--- src/wfc_compare.sv ---
module wfc_compare #(
    parameter int MAX_WORD_CHARS = 32,
    parameter int LW             = 6
) (
    input  logic [LW-1:0]                         row_len,
    input  logic [MAX_WORD_CHARS-1:0][7:0]        row_chars,
    input  logic [LW-1:0]                         cur_len,
    input  logic [MAX_WORD_CHARS-1:0][7:0]        cur_chars,
    output logic                                  hit
);

    logic [MAX_WORD_CHARS-1:0] byte_ok;

    // bytes past the word length are don't-care on both sides
    always_comb
    begin
        for (int k = 0; k < MAX_WORD_CHARS; k++)
        begin
            byte_ok[k] = (k >= int'(cur_len)) || (row_chars[k] == cur_chars[k]);
        end
    end

    assign hit = (row_len == cur_len) && (&byte_ok);

endmodule

--- config.mk ---
export PLATFORM = sky130hd
export DESIGN_NAME = wfc_compare
export DESIGN_NICKNAME = d
export VERILOG_FILES = /design/src/wfc_compare.sv
export SDC_FILE = /design/constraint.sdc
export NUM_CORES = 1
export LEC_CHECK = 0
export BUFFER_PORTS_ARGS = -buffer_cell sky130_fd_sc_hd__buf_2
export CORE_AREA = 2 2 204 206
export DETAILED_ROUTE_END_ITERATION = 16
export DIE_AREA = 0 0 206 208
export GPL_TIMING_DRIVEN = 0
export SETUP_SLACK_MARGIN = 0.1
export SYNTH_ARGS = -nofsm -noshare
export SYNTH_HDL_FRONTEND = slang
export SYNTH_SLANG_ARGS = --single-unit
--- constraint.sdc ---
create_clock -name vclk -period 1.66
set_input_delay 0.083 -clock vclk [all_inputs]
set_output_delay 0.083 -clock vclk [all_outputs]
set_load 0.05 [all_outputs]
==> impl_metrics.env <==
export IMPL_setup_viol=1
export IMPL_grt_pass1_vias=5318
export IMPL_synth_compound_area_frac=0.1052
export IMPL_fmax_ghz=0.4225
export IMPL_n_clock_buffer=0
export IMPL_port_buffers=524
export IMPL_worstPathMaxFanout=3
export IMPL_path_cells="buf_2, xor2_1, nor4_1, nand2_2, a221o_1, a2111oi_4, nand4_1, a211oi_4, buf_6"
export IMPL_end_kind="output port"
export IMPL_initial_utilization=0.08185
export IMPL_crit_slowest_cell="a221o_1"
export IMPL_synth_cell_types=42
export IMPL_syn_nets=955
export IMPL_nNetsFinal=1484
export IMPL_syn_cell_area_um2=3319
export IMPL_row_count=74
export IMPL_required_ns=1.58
export IMPL_power_density_nw_per_um2=226.8
export IMPL_drt_wl_total_um=21030
export IMPL_slew_viol_final=0
export IMPL_synth_area_mux_share=0
export IMPL_slew_headroom=0.6015
export IMPL_leakage_nw=3.144
export IMPL_irDropWorstVdd_uv=75.03
export IMPL_pre_cts_ws_ns=-1.382
export IMPL_overflow=0
export IMPL_grt_pass1_wl_um=28210
export IMPL_failed_checks="setup timing"
export IMPL_synth_warning_count=0
export IMPL_top_layer_used="met5"
export IMPL_vias=5150
export IMPL_whs_path_depth=5
export IMPL_hold_viol=0
export IMPL_min_path_type="in -> out"
export IMPL_fin_crit_ns=2.367
export IMPL_dr_pass1_iters=4
export IMPL_antenna_found_initial=7
export IMPL_synth_simple_area_share=0.1900
export IMPL_post_route_drc_count=0
export IMPL_synthXorXnorAreaFrac=0.6913
export IMPL_path_depth=9
export IMPL_drive_gt1_frac=0.5898
export IMPL_cap_violations=0
export IMPL_synth_top_family_by_area="XOR/XNOR gates"
export IMPL_drt_iter0_drc=117
export IMPL_seq_area_um2=0
export IMPL_vias_per_cell=3.445
export IMPL_start_kind="input port"
export IMPL_place_congestion=0.8844
export IMPL_dieWidth_um=206
export IMPL_wl_met2_um=11530
export IMPL_syn_inst=431
export IMPL_die_area_um2=42850
export IMPL_grt_max_degree=11
export IMPL_ios=525
export IMPL_max_stage_delay_ns=0.38
export IMPL_critPathBufInv=2
export IMPL_final_setup_tns_ns=-0.7067
export IMPL_status="finished with violations"
export IMPL_nFlopsAndLatches=0
export IMPL_synth_avg_cell_area_um2=7.702
export IMPL_area_growth_pct=107.0
export IMPL_critPathKind="in -> out"
export IMPL_holdBufCountCts=0
export IMPL_worst_pin_slew_ns=0.5923
export IMPL_rsz0062_at_grt="yes"
export IMPL_final_util=0.1695
export IMPL_p_total_mw=1.558
export IMPL_worst_slack_ns=-0.7067
export IMPL_ant_nets=0
export IMPL_core_area_um2=40550
export IMPL_critPathArrivalTime_ns=2.28
export IMPL_wl_met3_um=1711
export IMPL_synthAdderAreaFrac=0
export IMPL_met1_length_um=7506
export IMPL_wl_per_cell_um=14.07
export IMPL_fin_hold_ws_ns=0.7253
export IMPL_grt_usage=0.08862
export IMPL_die_h_um=208
export IMPL_synth_yosys_seq_area_share=0
export IMPL_fin_crit_sh=1.426
export IMPL_hpwl_um=19820
export IMPL_critical_path_top_delay_family="compound AO/OA/AOI/OAI gates"
-- layout by cell type, fill, tap and decap left out, types with 2 or more instances in the layout --
cell type	netlist	layout
a21oi_1	9	6
a21oi_2	0	2
a22o_1	2	2
a31oi_1	3	3
a32oi_1	2	2
buf_2	0	523
buf_4	0	3
buf_6	1	2
clkbuf_2	0	5
diode_2	0	5
inv_1	2	2
nand2_1	10	7
nand2_2	0	3
nand3_1	3	3
nand4_1	34	34
nor2_1	14	11
nor2_2	0	3
nor3_1	3	2
nor4_1	35	22
nor4_2	2	8
nor4_4	0	7
o21a_1	3	3
o21ai_0	14	12
o21ai_1	1	3
o22ai_1	2	2
xnor2_1	122	122
xor2_1	140	140
-- what timing repair did --
item	in CTS	in global routing
gates resized for setup	36	11
pin swaps	5	4
endpoints found under the setup margin	1	1
setup buffers	3	0
endpoints found under the hold margin	0	0
-- cell type report --
class / count / area (um^2)
multi-input cells: 421 / 3488
fillers: 4591 / 33680
inverters: 2 / 7.507
well taps: 532 / 665.6
plain buffers: 8 / 47.55
diodes: 5 / 12.51
repair buffers: 527 / 2651
-- routing by layer --
layer | GRT usage | up-vias
li1 | - | 2585
met4 | 0.01305 | 4
met1 | 0.09100 | 2236
met2 | 0.1860 | 308
met5 | 0 | -
met3 | 0.01300 | 17
-- tightest hold or removal path, stage by stage --
cell and delay [ns]:
buf_2 0.09, nor2_2 0.10, inv_1 0.13, a211oi_4 0.07
buf_6 0.15
-- final timing paths --
kind                  endpoint  slack, ns         start
worst max-delay path       hit      -0.71  cur_chars[0]
worst min-delay path       hit       0.73    cur_len[4]
-- stage by stage --
step           area, um^2  cells
2_1_floorplan        3327    431
3_3_place_gp         6615   1487
3_5_place_dp         6615   1487
4_1_cts              6820   1490
5_1_grt              6865   1492
6_report             6873   1495
-- where the power goes --
group	internal (mW)	total (mW)	switching, mW
registers	0	0	0
clock network	0.000000403	0.000000403	0
logic	0.857	1.56	0.701
total	0.857	1.56	0.701
-- cell families after synthesis --
| family | count (synthesis) |
|---|---|
| AO/OA/AOI/OAI | 51 |
| XOR/XNOR | 262 |
| buffers and inverters | 10 |
| AND/OR/NAND/NOR | 108 |
-- Yosys cell counts --
| library cell | instances | share of area |
|---|---|---|
| inv_1 | 2 | 0.0023 |
| o21ai_1 | 1 | 0.0015 |
| nor2_1 | 14 | 0.016 |
| a2bb2oi_1 | 1 | 0.0026 |
| a211o_1 | 1 | 0.0026 |
| o21ai_0 | 14 | 0.021 |
| and2_1 | 1 | 0.0019 |
| o21a_1 | 3 | 0.0068 |
| a221o_1 | 1 | 0.0030 |
| a41oi_1 | 1 | 0.0026 |
| o31ai_1 | 1 | 0.0023 |
| a31o_2 | 1 | 0.0026 |
| nor2b_1 | 1 | 0.0019 |
| nand4b_1 | 1 | 0.0026 |
| o22ai_1 | 2 | 0.0038 |
| a2111oi_0 | 1 | 0.0026 |
| o31a_1 | 1 | 0.0026 |
| nand2_1 | 10 | 0.011 |
| a31oi_1 | 3 | 0.0057 |
| a32oi_1 | 2 | 0.0053 |
| nor4b_1 | 1 | 0.0026 |
| nor4_1 | 35 | 0.066 |
| a2111oi_2 | 1 | 0.0045 |
| xor2_1 | 140 | 0.37 |
| o22a_1 | 1 | 0.0026 |
| a31o_1 | 1 | 0.0026 |
| and2_0 | 1 | 0.0019 |
| nand3_1 | 3 | 0.0045 |
| a22oi_1 | 1 | 0.0023 |
| o41ai_1 | 1 | 0.0026 |
| o32ai_1 | 1 | 0.0026 |
| clkbuf_1 | 7 | 0.0079 |
| nor4_2 | 2 | 0.0075 |
| nand4_1 | 34 | 0.064 |
| xnor2_1 | 122 | 0.32 |
| and3_1 | 1 | 0.0019 |
| buf_6 | 1 | 0.0034 |
| or3_4 | 1 | 0.0034 |
| a22o_1 | 2 | 0.0053 |
| a211oi_2 | 1 | 0.0038 |
| nor3_1 | 3 | 0.0045 |
| a21oi_1 | 9 | 0.014 |
Note: power is estimated with default switching activity, not from simulation.
